`src/rtl/core/rbf_pkg.sv`:
```
// Package for the ring buffer FIFO: shared widths, input kind codes,
// datapath operation codes and the controller/datapath command and status structs.
// No dependencies.
package rbf_pkg;

    localparam int CAP_W  = 7;
    localparam int CNT_W  = 6;
    localparam int BYTE_W = 8;
    localparam int KIND_W = 2;

    typedef enum logic [KIND_W-1:0] {
        KIND_WRITE = 2'd0,
        KIND_READ  = 2'd1,
        KIND_BURST = 2'd2,
        KIND_NONE  = 2'd3
    } t_kind;

    typedef enum logic [2:0] {
        OP_NONE        = 3'd0,
        OP_WRITE       = 3'd1,
        OP_READ        = 3'd2,
        OP_BURST_FIRST = 3'd3,
        OP_BURST_NEXT  = 3'd4,
        OP_FAIL        = 3'd5
    } t_op;

    typedef struct packed {
        logic load;
        t_op  op;
    } t_cmd;

    typedef struct packed {
        logic out_free;
        logic empty;
        logic burst_none;
        logic burst_single;
        logic rem_last;
        logic rem_nonzero;
    } t_status;

endpackage

```
`src/rtl/core/rbf_datapath.sv`:
```
// Ring buffer FIFO datapath: storage array, indices, capacity register,
// write run and burst counters, output word register. Uses rbf_pkg.
module rbf_datapath import rbf_pkg::*; #(
    parameter int DEPTH      = 64,
    parameter int DATA_WIDTH = 8
) (
    input  logic              i_clk,
    input  logic              i_rst_n,
    input  logic              i_cfg_we,
    input  logic [CAP_W-1:0]  i_cfg_wdata,
    input  logic [BYTE_W-1:0] i_write_data,
    input  logic              i_burst_start,
    input  logic [CNT_W-1:0]  i_read_length,
    input  logic              i_out_ready,
    input  t_cmd              i_cmd,
    output t_status           o_status,
    output logic              o_out_valid,
    output logic              o_ok,
    output logic [BYTE_W-1:0] o_read_data,
    output logic              o_last,
    output logic [CNT_W-1:0]  o_count,
    output logic [CNT_W-1:0]  o_held_count,
    output logic [CNT_W-1:0]  o_free_count
);

    localparam int IDX_W = $clog2(DEPTH);
    localparam int MIN_W = (DATA_WIDTH < BYTE_W) ? DATA_WIDTH : BYTE_W;
    localparam logic [CAP_W-1:0] CAP_MAX = CAP_W'(DEPTH);

    logic [DATA_WIDTH-1:0] r_mem [DEPTH];
    logic [DATA_WIDTH-1:0] r_rd_word;

    logic [CAP_W-1:0] r_capacity;
    logic [IDX_W-1:0] r_read_index;
    logic [IDX_W-1:0] r_write_index;
    logic [CNT_W-1:0] r_run_count;
    logic [CNT_W-1:0] r_remaining;
    logic [CNT_W-1:0] r_bcount;

    logic             r_out_valid;
    logic             r_ok;
    logic             r_rd;
    logic             r_last;
    logic [CNT_W-1:0] r_count;
    logic [CNT_W-1:0] r_used;
    logic [CNT_W-1:0] r_free;

    logic [CAP_W-1:0] rd_ext;
    logic [CAP_W-1:0] wr_ext;
    logic [CAP_W-1:0] rd_inc;
    logic [CAP_W-1:0] wr_inc;
    logic [IDX_W-1:0] rd_next;
    logic [IDX_W-1:0] wr_next;
    logic [CAP_W-1:0] used_now;
    logic [CAP_W-1:0] used_after;
    logic [CAP_W-1:0] free_after;
    logic [CAP_W-1:0] len_ext;
    logic [CAP_W-1:0] burst_n;
    logic             full;
    logic             rd_en;
    logic             wr_en;
    logic             out_free;
    logic [CNT_W-1:0] run_base;
    logic [CNT_W-1:0] run_inc;
    logic [CNT_W-1:0] n_run;
    logic             n_ok;
    logic             n_rd;
    logic             n_last;
    logic [CNT_W-1:0] n_count;
    logic             cfg_ok;
    logic [CAP_W-1:0] cfg_cap;
    logic [DATA_WIDTH-1:0] w_word;
    logic [BYTE_W-1:0]     rd_byte;

    // fill level and wrap arithmetic
    always_comb begin
        rd_ext   = CAP_W'(r_read_index);
        wr_ext   = CAP_W'(r_write_index);
        rd_inc   = rd_ext + CAP_W'(1);
        wr_inc   = wr_ext + CAP_W'(1);
        rd_next  = (rd_inc >= r_capacity) ? '0 : rd_inc[IDX_W-1:0];
        wr_next  = (wr_inc >= r_capacity) ? '0 : wr_inc[IDX_W-1:0];
        full     = (wr_next == r_read_index);
        used_now = (wr_ext >= rd_ext) ? (wr_ext - rd_ext) : (wr_ext + r_capacity - rd_ext);
        len_ext  = CAP_W'(i_read_length);
        burst_n  = (len_ext > used_now) ? used_now : len_ext;
        run_base = i_burst_start ? '0 : r_run_count;
        run_inc  = run_base + CNT_W'(run_base != '1);
        n_run    = full ? run_base : run_inc;
        out_free = !r_out_valid || i_out_ready;
        cfg_ok   = (i_cfg_wdata >= CAP_W'(2));
        cfg_cap  = (i_cfg_wdata > CAP_MAX) ? CAP_MAX : i_cfg_wdata;
        wr_en    = (i_cmd.op == OP_WRITE) && !full;
        rd_en    = (i_cmd.op == OP_READ) || (i_cmd.op == OP_BURST_FIRST) ||
                   (i_cmd.op == OP_BURST_NEXT);
        w_word   = '0;
        w_word[MIN_W-1:0] = i_write_data[MIN_W-1:0];
    end

    always_comb begin
        o_status.out_free     = out_free;
        o_status.empty        = (r_read_index == r_write_index);
        o_status.burst_none   = (burst_n == '0);
        o_status.burst_single = (burst_n == CAP_W'(1));
        o_status.rem_last     = (r_remaining == CNT_W'(1));
        o_status.rem_nonzero  = (r_remaining != '0);
    end

    // result fields for the word being loaded
    always_comb begin
        n_ok       = 1'b0;
        n_rd       = 1'b0;
        n_last     = 1'b1;
        n_count    = '0;
        used_after = used_now;
        case (i_cmd.op)
            OP_WRITE: begin
                n_ok       = !full;
                n_count    = n_run;
                used_after = used_now + CAP_W'(!full);
            end
            OP_READ: begin
                n_ok       = 1'b1;
                n_rd       = 1'b1;
                n_count    = CNT_W'(1);
                used_after = used_now - CAP_W'(1);
            end
            OP_BURST_FIRST: begin
                n_ok       = 1'b1;
                n_rd       = 1'b1;
                n_last     = o_status.burst_single;
                n_count    = CNT_W'(1);
                used_after = used_now - CAP_W'(1);
            end
            OP_BURST_NEXT: begin
                n_ok       = 1'b1;
                n_rd       = 1'b1;
                n_last     = o_status.rem_last;
                n_count    = r_bcount + CNT_W'(1);
                used_after = used_now - CAP_W'(1);
            end
            default: begin
                n_ok = 1'b0;
            end
        endcase
        free_after = r_capacity - CAP_W'(1) - used_after;
    end

    always_ff @(posedge i_clk) begin
        if (!i_rst_n) begin
            r_capacity    <= CAP_MAX;
            r_read_index  <= '0;
            r_write_index <= '0;
            r_run_count   <= '0;
            r_remaining   <= '0;
            r_out_valid   <= 1'b0;
        end else begin
            if (i_cfg_we && cfg_ok) begin
                r_capacity    <= cfg_cap;
                r_read_index  <= '0;
                r_write_index <= '0;
                r_run_count   <= '0;
            end else begin
                case (i_cmd.op)
                    OP_WRITE: begin
                        r_run_count <= n_run;
                        if (!full) begin
                            r_write_index <= wr_next;
                        end
                    end
                    OP_READ: begin
                        r_read_index <= rd_next;
                    end
                    OP_BURST_FIRST: begin
                        r_read_index <= rd_next;
                        r_remaining  <= CNT_W'(burst_n - CAP_W'(1));
                    end
                    OP_BURST_NEXT: begin
                        r_read_index <= rd_next;
                        r_remaining  <= r_remaining - CNT_W'(1);
                    end
                    default: begin
                    end
                endcase
            end
            if (i_cmd.load) begin
                r_out_valid <= 1'b1;
            end else if (i_out_ready) begin
                r_out_valid <= 1'b0;
            end
        end
    end

    always_ff @(posedge i_clk) begin
        if (i_cmd.load) begin
            r_ok    <= n_ok;
            r_rd    <= n_rd;
            r_last  <= n_last;
            r_count <= n_count;
            r_used  <= used_after[CNT_W-1:0];
            r_free  <= free_after[CNT_W-1:0];
        end
        if (i_cmd.op == OP_BURST_FIRST) begin
            r_bcount <= CNT_W'(1);
        end else if (i_cmd.op == OP_BURST_NEXT) begin
            r_bcount <= r_bcount + CNT_W'(1);
        end
    end

    // storage, registered read
    always_ff @(posedge i_clk) begin
        if (wr_en) begin
            r_mem[r_write_index] <= w_word;
        end
        if (rd_en) begin
            r_rd_word <= r_mem[r_read_index];
        end
    end

    always_comb begin
        rd_byte = '0;
        rd_byte[MIN_W-1:0] = r_rd_word[MIN_W-1:0];
    end

    assign o_out_valid  = r_out_valid;
    assign o_ok         = r_ok;
    assign o_read_data  = r_rd ? rd_byte : '0;
    assign o_last       = r_last;
    assign o_count      = r_count;
    assign o_held_count = r_used;
    assign o_free_count = r_free;

    a_read_index_in_range: assert property (@(posedge i_clk) disable iff (!i_rst_n)
        CAP_W'(r_read_index) < r_capacity)
        else $error("read index beyond capacity");

    a_write_index_in_range: assert property (@(posedge i_clk) disable iff (!i_rst_n)
        CAP_W'(r_write_index) < r_capacity)
        else $error("write index beyond capacity");

    a_capacity_in_range: assert property (@(posedge i_clk) disable iff (!i_rst_n)
        (r_capacity >= CAP_W'(2)) && (r_capacity <= CAP_MAX))
        else $error("capacity out of range");

    a_no_read_when_empty: assert property (@(posedge i_clk) disable iff (!i_rst_n)
        rd_en |-> !o_status.empty)
        else $error("read issued on empty buffer");

endmodule

```
`src/rtl/core/rbf_controller.sv`:
```
// Ring buffer FIFO controller: accepts input words and sequences burst reads,
// issuing one datapath operation per cycle while the output register is free. Uses rbf_pkg.
module rbf_controller import rbf_pkg::*; (
    input  logic              i_clk,
    input  logic              i_rst_n,
    input  logic              i_in_valid,
    input  logic [KIND_W-1:0] i_kind,
    input  t_status           i_status,
    output logic              o_in_ready,
    output t_cmd              o_cmd
);

    typedef enum logic [1:0] {
        ST_IDLE  = 2'b01,
        ST_BURST = 2'b10
    } t_state;

    t_state r_state;
    t_state n_state;
    t_op    op;

    always_comb begin
        n_state    = r_state;
        op         = OP_NONE;
        o_in_ready = 1'b0;
        case (r_state)
            ST_IDLE: begin
                o_in_ready = i_status.out_free;
                if (i_in_valid && i_status.out_free) begin
                    case (t_kind'(i_kind))
                        KIND_WRITE: op = OP_WRITE;
                        KIND_READ:  op = i_status.empty ? OP_FAIL : OP_READ;
                        KIND_BURST: begin
                            if (i_status.burst_none) begin
                                op = OP_FAIL;
                            end else begin
                                op = OP_BURST_FIRST;
                                if (!i_status.burst_single) begin
                                    n_state = ST_BURST;
                                end
                            end
                        end
                        default: op = OP_FAIL;
                    endcase
                end
            end
            ST_BURST: begin
                if (i_status.out_free) begin
                    op = OP_BURST_NEXT;
                    if (i_status.rem_last) begin
                        n_state = ST_IDLE;
                    end
                end
            end
            default: n_state = ST_IDLE;
        endcase
        o_cmd.op   = op;
        o_cmd.load = (op != OP_NONE);
    end

    always_ff @(posedge i_clk) begin
        if (!i_rst_n) begin
            r_state <= ST_IDLE;
        end else begin
            r_state <= n_state;
        end
    end

    a_burst_has_work: assert property (@(posedge i_clk) disable iff (!i_rst_n)
        (r_state == ST_BURST) |-> i_status.rem_nonzero)
        else $error("burst state with nothing left");

    a_load_needs_room: assert property (@(posedge i_clk) disable iff (!i_rst_n)
        o_cmd.load |-> i_status.out_free)
        else $error("output loaded while occupied");

    a_burst_entry: assert property (@(posedge i_clk) disable iff (!i_rst_n)
        $rose(r_state == ST_BURST) |-> $past(op == OP_BURST_FIRST))
        else $error("burst entered without first beat");

endmodule

```
`src/rtl/core/ring_buffer_fifo.sv`:
```
// Circular byte FIFO with one slot kept empty to tell full from empty: it holds up
// to capacity-1 words, indices wrap at capacity (2..DEPTH, reset DEPTH; a write of
// 0 or 1 is ignored, larger values saturate, any accepted write empties the buffer).
// Single writes and single reads may follow back to back while the output register
// is free. A burst read of n words (length clamped to the fill level) moves one word
// per cycle through the single storage read port while the output register is free;
// no new input word is taken until its last word has been loaded into the output
// register. Every result carries the fill level and free space after it. Storage needs
// no clearing after reset. Uses rbf_pkg, rbf_controller and rbf_datapath.
module ring_buffer_fifo import rbf_pkg::*; #(
    parameter int DEPTH      = 64,
    parameter int DATA_WIDTH = 8
) (
    input  logic              i_clk,
    input  logic              i_rst_n,
    input  logic              i_cfg_we,
    input  logic [CAP_W-1:0]  i_cfg_wdata,
    input  logic              i_in_valid,
    output logic              o_in_ready,
    input  logic [KIND_W-1:0] i_kind,
    input  logic [BYTE_W-1:0] i_write_data,
    input  logic              i_burst_start,
    input  logic [CNT_W-1:0]  i_read_length,
    output logic              o_out_valid,
    input  logic              i_out_ready,
    output logic              o_ok,
    output logic [BYTE_W-1:0] o_read_data,
    output logic              o_last,
    output logic [CNT_W-1:0]  o_count,
    output logic [CNT_W-1:0]  o_held_count,
    output logic [CNT_W-1:0]  o_free_count
);

    t_cmd    cmd;
    t_status status;

    rbf_controller u_ctrl (
        .i_clk      (i_clk),
        .i_rst_n    (i_rst_n),
        .i_in_valid (i_in_valid),
        .i_kind     (i_kind),
        .i_status   (status),
        .o_in_ready (o_in_ready),
        .o_cmd      (cmd)
    );

    rbf_datapath #(
        .DEPTH      (DEPTH),
        .DATA_WIDTH (DATA_WIDTH)
    ) u_dp (
        .i_clk         (i_clk),
        .i_rst_n       (i_rst_n),
        .i_cfg_we      (i_cfg_we),
        .i_cfg_wdata   (i_cfg_wdata),
        .i_write_data  (i_write_data),
        .i_burst_start (i_burst_start),
        .i_read_length (i_read_length),
        .i_out_ready   (i_out_ready),
        .i_cmd         (cmd),
        .o_status      (status),
        .o_out_valid   (o_out_valid),
        .o_ok          (o_ok),
        .o_read_data   (o_read_data),
        .o_last        (o_last),
        .o_count       (o_count),
        .o_held_count  (o_held_count),
        .o_free_count  (o_free_count)
    );

endmodule

```
`config.mk`:
```
export PLATFORM = sky130hd
export DESIGN_NAME = ring_buffer_fifo
export DESIGN_NICKNAME = d
export VERILOG_FILES = /design/src/rtl/core/rbf_pkg.sv /design/src/rtl/core/rbf_datapath.sv /design/src/rtl/core/rbf_controller.sv /design/src/rtl/core/ring_buffer_fifo.sv
export SDC_FILE = /design/constraint.sdc
export NUM_CORES = 1
export LEC_CHECK = 0
export ABC_AREA = 0
export BUFFER_PORTS_ARGS = -buffer_cell sky130_fd_sc_hd__buf_2
export CAP_MARGIN = 40
export CORE_AREA = 3 3 207 361
export CTS_BUF_LIST = sky130_fd_sc_hd__clkbuf_4
export DETAILED_ROUTE_END_ITERATION = 12
export DIE_AREA = 0 0 210 364
export MAX_ROUTING_LAYER = met4
export SLEW_MARGIN = 20
export SYNTH_ARGS = -nofsm -noshare
export SYNTH_HDL_FRONTEND = slang
export SYNTH_SLANG_ARGS = --single-unit
```
`constraint.sdc`:
```
create_clock -name i_clk -period 17.6 [get_ports i_clk]
set_input_delay 3.52 -clock i_clk [delete_from_list [all_inputs] [get_ports i_clk]]
set_output_delay 3.52 -clock i_clk [all_outputs]
set_load 0.01 [all_outputs]
```
==> results of run 1 <==
## synth_stat cells (3+ instances only)
master / n / area share (%)
a211o_1: 3 / 0.10
a21boi_0: 3 / 0.090
a21o_1: 13 / 0.39
a21oi_1: 35 / 0.70
a22oi_1: 6 / 0.18
a31oi_1: 7 / 0.17
and2_1: 12 / 0.30
and3_1: 10 / 0.25
buf_1: 20 / 0.30
buf_2: 4 / 0.080
clkbuf_1: 35 / 0.52
dfxtp_1: 40 / 3.2
edfxtp_1: 541 / 65
fa_1: 9 / 0.72
ha_1: 54 / 2.7
inv_1: 62 / 0.93
mux2i_1: 15 / 0.60
mux4_2: 168 / 15
nand2_1: 46 / 0.69
nand2b_1: 11 / 0.27
nand3_1: 31 / 0.62
nand4_1: 11 / 0.27
nor2_1: 128 / 1.9
nor2b_1: 14 / 0.35
nor3_1: 8 / 0.16
o211ai_1: 4 / 0.12
o21a_1: 7 / 0.21
o21ai_0: 49 / 0.98
o21bai_1: 4 / 0.12
o221ai_1: 3 / 0.10
o22ai_1: 5 / 0.12
o31ai_1: 4 / 0.12
or3_1: 7 / 0.17
xnor2_1: 23 / 0.80
xor2_1: 16 / 0.56
## cell families after synthesis
| group | share of synthesized area, % |
|---|---|
| AO/OA/AOI/OAI | 4.37 |
| multiplexers | 15.8 |
| flip-flops | 67.8 |
| buffers and inverters | 1.89 |
| XOR/XNOR | 1.45 |
| AND/OR/NAND/NOR | 5.27 |
| adder cells (fa/ha/maj) | 3.41 |
## per-layer routing
| metal | vias to the layer above | track usage, % | routed length [um] |
|---|---|---|---|
| li1 | 6154 | - | - |
| met1 | 7114 | 16.5 | 21000 |
| met2 | 434 | 31.3 | 34800 |
| met3 | 132 | 3.13 | 2700 |
| met4 | 0 | 7.54 | 2490 |
| met5 | - | - | 0 |
## worst max-delay path by stage
stage / from / to / slack (ps) / depth (start not counted)
2_1_floorplan: i_read_length[1] / u_dp.o_free_count[5]$_DFFE_PP_ / 8720 / 25
3_3_place_gp: i_read_length[1] / u_dp.o_free_count[5]$_DFFE_PP_ / 8060 / 25
3_5_place_dp: i_read_length[1] / u_dp.o_free_count[5]$_DFFE_PP_ / 7860 / 25
4_1_cts: u_dp.r_read_index[0]$_SDFFE_PP0N_ / u_dp.o_free_count[5]$_DFFE_PP_ / 8050 / 32
5_1_grt: u_dp.r_read_index[0]$_SDFFE_PP0N_ / u_dp.o_free_count[5]$_DFFE_PP_ / 7250 / 32
6_report: u_dp.r_read_index[0]$_SDFFE_PP0N_ / u_dp.o_free_count[5]$_DFFE_PP_ / 8110 / 32
## power by group through the flow
stage	Sequential, mW	Clock [mW]	Combinational, mW
2_1_floorplan	1.62	0	0.230
3_3_place_gp	1.62	0	0.374
3_5_place_dp	1.62	0	0.388
4_1_cts	1.59	1.03	0.388
5_1_grt	1.59	1.10	0.418
6_report	1.58	0.997	0.383
## critical path, delay by kind of cell (launching register included)
family / cells / cell delay [ps]
compound gates: 9 / 1920
xor+xnor: 2 / 490
fa+ha+maj: 8 / 2680
buf+inv: 3 / 730
flops: 1 / 740
mux: 2 / 1030
simple gates: 8 / 1560
## cell type report
| type | count | area, um2 |
|---|---|---|
| Antenna cell | 2 | 5.00 |
| Clock buffer | 177 | 1330 |
| Clock inverter | 39 | 206 |
| Fill cell | 6566 | 43800 |
| Inverter | 64 | 240 |
| Multi-Input combinational cell | 743 | 7610 |
| Sequential cell | 581 | 17100 |
| Tap cell | 924 | 1160 |
| Timing Repair Buffer | 93 | 656 |
## metrics by stage
step | total power, mW | worst slack [ps] | util, % | cells | area (um2)
detailed placement | 2.00 | 7860 | 37.0 | 2397 | 26600
global placement | 1.99 | 8060 | 36.7 | 2386 | 26500
finish | 2.96 | 8110 | 39.2 | 2623 | 28300
floorplan | 1.85 | 8720 | - | 1448 | 25100
CTS | 3.00 | 8050 | 39.1 | 2613 | 28200
global route | 3.10 | 7250 | 39.2 | 2622 | 28300
==> flow_summary.ini, run 1 <==
[grt]
grt_pass1_vias = 14600
antenna_found_initial = 1
overflow = 0
grt_start_max_net_pins = 65
grt_first_pass_wirelength_um = 91600
track_usage_pct = 16.7

[synth]
syn_inst = 1448
synth_nets = 1540
syn_avg_cell_area_um2 = 17.4
synth-edff-count = 541
syn_area_um2 = 25100
ys.flop_type = edfxtp_1
yosys_register_bits = 581
seq_area_frac_synth_pct = 67.8
synth.distinct_cells = 68
ys.warnings.count = 0
ys_async_sr_fraction_pct = 0

[min_path]
hold_end = u_dp.r_bcount[1]$_SDFFE_PP0P_
hold_class = flop to flop
holdPathStages = 2
hold_path_startpoint = u_dp.r_bcount[1]$_SDFFE_PP0P_

[clock_network]
clk_pin_slew_ps = 80
insertion_delay_ps = 900
holdBufCountCts = 0
cts_setup_buffers = 0
cts_tree = built
htree_levels = 4
ctsResizeCount = 0
cts_buffer_depth = 3
cts_root_buffer = clkbuf_4
cts_buffers = 130
clock_sinks = 581

[routing]
drt_iter0_markers = 1089
detail-route-antenna-nets = 0
routedWlPerCell_um = 23.3
routed_wl_um = 61000
via_per_inst = 5.27
post-route-drc-count = 0
drt-pass1-iter-count = 7
vias = 13800

[die]
num_rows = 130
die_area_um2 = 76400
die_y_um = 364
io_pins = 59
initial_core_util_pct = 34.9
core_area_um2 = 72100
die_x_um = 210

[critical_path]
start_kind = flop
cpMostUsedCell = ha_1
r2r-start = u_dp.r_read_index[0]$_SDFFE_PP0N_
criticalPathCategory = flop to flop
crit_required_ps = 18220
max_stage_delay_ps = 740
crit_path_end_kind = flop
reg2reg_depth = 32
cp_slowest_cell = dfxtp_4
regToRegSetupSlack_ps = 8110
path_max_fanout = 30
arrival_ps = 10110
regToRegEndpoint = u_dp.o_free_count[5]$_DFFE_PP_

[sta]
fin_tns_setup_ps = 0
skew_ps = 59.4
setup_viol = 0
fin_crit_ps = 9490
hold_slack_ps = 491
max_freq_mhz = 105
finalHoldViolCount = 0
post-route-period-util_pct = 53.9
report.final.slew_viol_count = 0
rsz0062_at_grt = false
maxSlewHeadroom_pct = 39.1
worst_pin_slew_ps = 911

[power]
p_comb_share_pct = 12.9
power.switching_mw = 0.771
ir_drop_uv = 55.9
p_seq_share_pct = 53.4
p_int_mw = 2.19
leakagePower_nw = 9.28
clkPwrFrac_pct = 33.6
sw_frac_of_total_pct = 26.0
power_density_nw_per_um2 = 105

[layout]
final_cell_mix = edfxtp_1 (541), clkbuf_4 (177), mux4_2 (168)
nets = 1705
drive_gt1_share_pct = 28.0
largest_reg_flops = 512
regMostFlops = u_dp.r_mem
layout_commonest_cell = edfxtp_1
reg.largest.list = u_dp.r_mem: 512 flops, u_dp.r_rd_word: 8 flops, u_dp.r_capacity: 7 flops
area_growth_pct = 12.4

[placement]
place_congestion = 0.846
port_buffers = 58
hpwlAfterDp_um = 40900

[status]
status = completed

[job]
maxCapViolCount = 0
(Power assumes the default switching activity.)
==> run 2: changes to the inputs <==
Settings changed: ABC_AREA 0 to 1, CORE_AREA 3 3 207 361 to 3 3 209 364, DIE_AREA 0 0 210 364 to 0 0 212 367.
Clock period 17.6 ns to 7.6 ns, I/O delays scaled along.
==> run 2 against run 1 <==
Net effect:
- global-route usage increased by 2.0 points
- sequential cell count unchanged
- fmax grew 36%
- power rose to 2.9 times the previous value
- area after synthesis is 1.8% higher
- critical path depth is 10 higher
- via count up 30%
- core utilization up 0.13 points
- register-to-register slack lost 7500 ps
- clock skew is 23 ps higher
==> flow_summary.ini, run 2 <==
[power]
p_int_mw = 5.77
sw_frac_of_total_pct = 33.8
p_comb_share_pct = 28.5
p_seq_share_pct = 42.7
power.switching_mw = 2.95
clkPwrFrac_pct = 28.9
ir_drop_uv = 130
power_density_nw_per_um2 = 303
leakagePower_nw = 10.4

[die]
core_area_um2 = 73300
die_x_um = 212
num_rows = 131
die_y_um = 367
die_area_um2 = 77800
initial_core_util_pct = 34.9
io_pins = 59

[min_path]
hold_class = flop to flop
holdPathStages = 2

[clock_network]
insertion_delay_ps = 920
clk_pin_slew_ps = 80
clock_sinks = 581
cts_tree = built
cts_buffers = 130
cts_root_buffer = clkbuf_4
cts_buffer_depth = 3
htree_levels = 4

[synth]
syn_area_um2 = 25600
syn_avg_cell_area_um2 = 11.3
synth.area.top_cells = edfxtp_1 (63%), o21ai_0 (6.9%), nor2_1 (6.5%)
synth_xor_area_share_pct = 1.03
synth-edff-count = 541
synth.distinct_cells = 47
synth_mux_area_share_pct = 0
syn_inst = 2257
ys.flop_type = edfxtp_1
synth_top_family_by_area = compound AO/OA/AOI/OAI gates
synth_fa_ha_area_share_pct = 3.34
synth_most_common_cell = edfxtp_1
ys_async_sr_fraction_pct = 0
synth_top_area_share_pct = 63.5
synth_commonest_cells = edfxtp_1 (541), nor2_1 (442), o21ai_0 (353)
synth_area_leader_cell = edfxtp_1
synth_nets = 2349
seq_area_frac_synth_pct = 66.6
synth_compound_gate_area_share_pct = 13.3
yosys_register_bits = 581
ys.warnings.count = 0
synthSimpleGateAreaFrac_pct = 11.9

[sta]
report.final.slew_viol_count = 0
rsz0062_at_grt = false
fin_crit_ps = 6960
setup_viol = 0
max_freq_mhz = 144
skew_ps = 82.6
worst_pin_slew_ps = 846
maxSlewHeadroom_pct = 43.4
post-route-period-util_pct = 91.6
fin_ws_ps = 635
fin_tns_setup_ps = 0
finalHoldViolCount = 0

[grt]
grt_pass1_vias = 18200
grt_start_max_net_pins = 129
overflow = 0
grt_first_pass_wirelength_um = 107000
antenna_found_initial = 1
track_usage_pct = 18.6

[layout]
drive_gt1_share_pct = 15.4
reg.largest.list = u_dp.r_mem: 512 flops, u_dp.r_rd_word: 8 flops, u_dp.r_capacity: 7 flops
layout_commonest_cell = edfxtp_1
nets = 2479
largest_reg_flops = 512
fill_cells = 7014
regMostFlops = u_dp.r_mem
final_core_util_pct = 39.4
final_cell_mix = edfxtp_1 (541), nor2_1 (442), o21ai_0 (352)
area_growth_pct = 12.7

[critical_path]
reg2reg_depth = 42
max_stage_delay_ps = 540
crit_buf_inv = 7
cpMostUsedCell = nand2_1
path_max_fanout = 15
criticalPathCategory = flop to flop
regToRegSetupSlack_ps = 640
cp.depth = 42
crit_required_ps = 8240
start_kind = flop
arrival_ps = 7610
cp_top_family = adder cells
cp_slowest_cell = fa_1
crit_path_end_kind = flop

[routing]
route.met3.wl_um = 3790
drt-pass1-iter-count = 5
drt_iter0_markers = 1261
met2WireLength_um = 37500
routed_wl_um = 71000
wl_met1_um = 25800
detail-route-antenna-nets = 0
vias = 18000
via_per_inst = 5.29
routedWlPerCell_um = 20.8
topRoutingLayerUsed = met4
post-route-drc-count = 0

[placement]
port_buffers = 58
hpwlAfterDp_um = 44800
place_congestion = 0.854
pre_cts_ws_ps = 183

[status]
status = completed

[job]
maxCapViolCount = 0
==> run 2: changes by cell type after synthesis, moves of 14 or more <==
cell and delta:
o21ai_0 +304, o22ai_1 +136, buf_1 -15, mux2i_1 -15, inv_1 +55, mux4_2 -168, nand2_1 +143, nor2_1 +314
nor2b_1 -14, clkbuf_1 +75
==> run 2: routing by layer <==
| layer | vias to the layer above | track usage (%) |
|---|---|---|
| met2 | 630 | 32.8 |
| li1 | 8473 | - |
| met1 | 8731 | 19.5 |
| met5 | - | - |
| met4 | 0 | 10.7 |
| met3 | 196 | 3.11 |
==> run 2: worst paths after layout <==
path	to	start
max	u_dp.o_free_count[5]$_DFFE_PP_	u_dp.r_write_index[2]$_SDFFE_PP0P_
min	u_dp.r_run_count[1]$_SDFFE_PP0P_	u_dp.r_run_count[1]$_SDFFE_PP0P_
max reg2reg	u_dp.o_free_count[5]$_DFFE_PP_	u_dp.r_write_index[2]$_SDFFE_PP0P_
min reg2reg	u_dp.r_run_count[1]$_SDFFE_PP0P_	u_dp.r_run_count[1]$_SDFFE_PP0P_
==> run 2: power groups by stage <==
stage / combinational (mW) / clock [mW] / sequential (mW)
floorplan: 1.65 / 0 / 3.81
global placement: 2.42 / 0 / 3.80
detailed placement: 2.47 / 0 / 3.80
CTS: 2.47 / 2.59 / 3.73
global route: 2.77 / 2.73 / 3.74
finish: 2.48 / 2.52 / 3.72
==> run 2: stage by stage <==
| stage | power [mW] | std cells | hold slack, ps | instance area (um2) |
|---|---|---|---|---|
| floorplan | 5.45 | 2257 | 443 | 25600 |
| global placement | 6.22 | 3161 | 454 | 26900 |
| detailed placement | 6.26 | 3169 | 457 | 26900 |
| CTS | 8.79 | 3393 | 469 | 28600 |
| global route | 9.24 | 3411 | 491 | 28800 |
| finish | 8.73 | 3411 | 465 | 28800 |
==> run 2: final cells by class <==
type | instances | area, um2 | area share, %
clock buffer | 187 | 1400 | 4.87
sequential | 581 | 17100 | 59.2
antenna | 1 | 2.50 | 0.00868
multi-input combinational | 1428 | 7600 | 26.4
timing repair buffer | 118 | 813 | 2.82
tap | 931 | 1160 | 4.04
inverter | 128 | 487 | 1.69
clock inverter | 37 | 303 | 1.05
==> run 2: what timing repair did <==
action / 4_1_cts / 5_1_grt
hold buffers: 0 / 0
endpoints found under the setup margin: 0 / 5
buffers inserted: 0 / 0
gates resized for setup: 0 / 8
==> run 2: cells by family (layout without fill, tap and decap cells) <==
logic type | Yosys count | in the layout
compound gates | 610 | 610
xor+xnor | 30 | 30
fa+ha+maj | 63 | 63
buf+inv | 248 | 470
flops | 581 | 581
other cells | 0 | 1
simple gates | 725 | 725
==> run 2: tightest hold or removal path, delay by kind of cell, from the launching register on <==
kind	cells	cell delay, ps
AO/OA/AOI/OAI	1	50
flip-flops	1	310
AND/OR/NAND/NOR	1	60
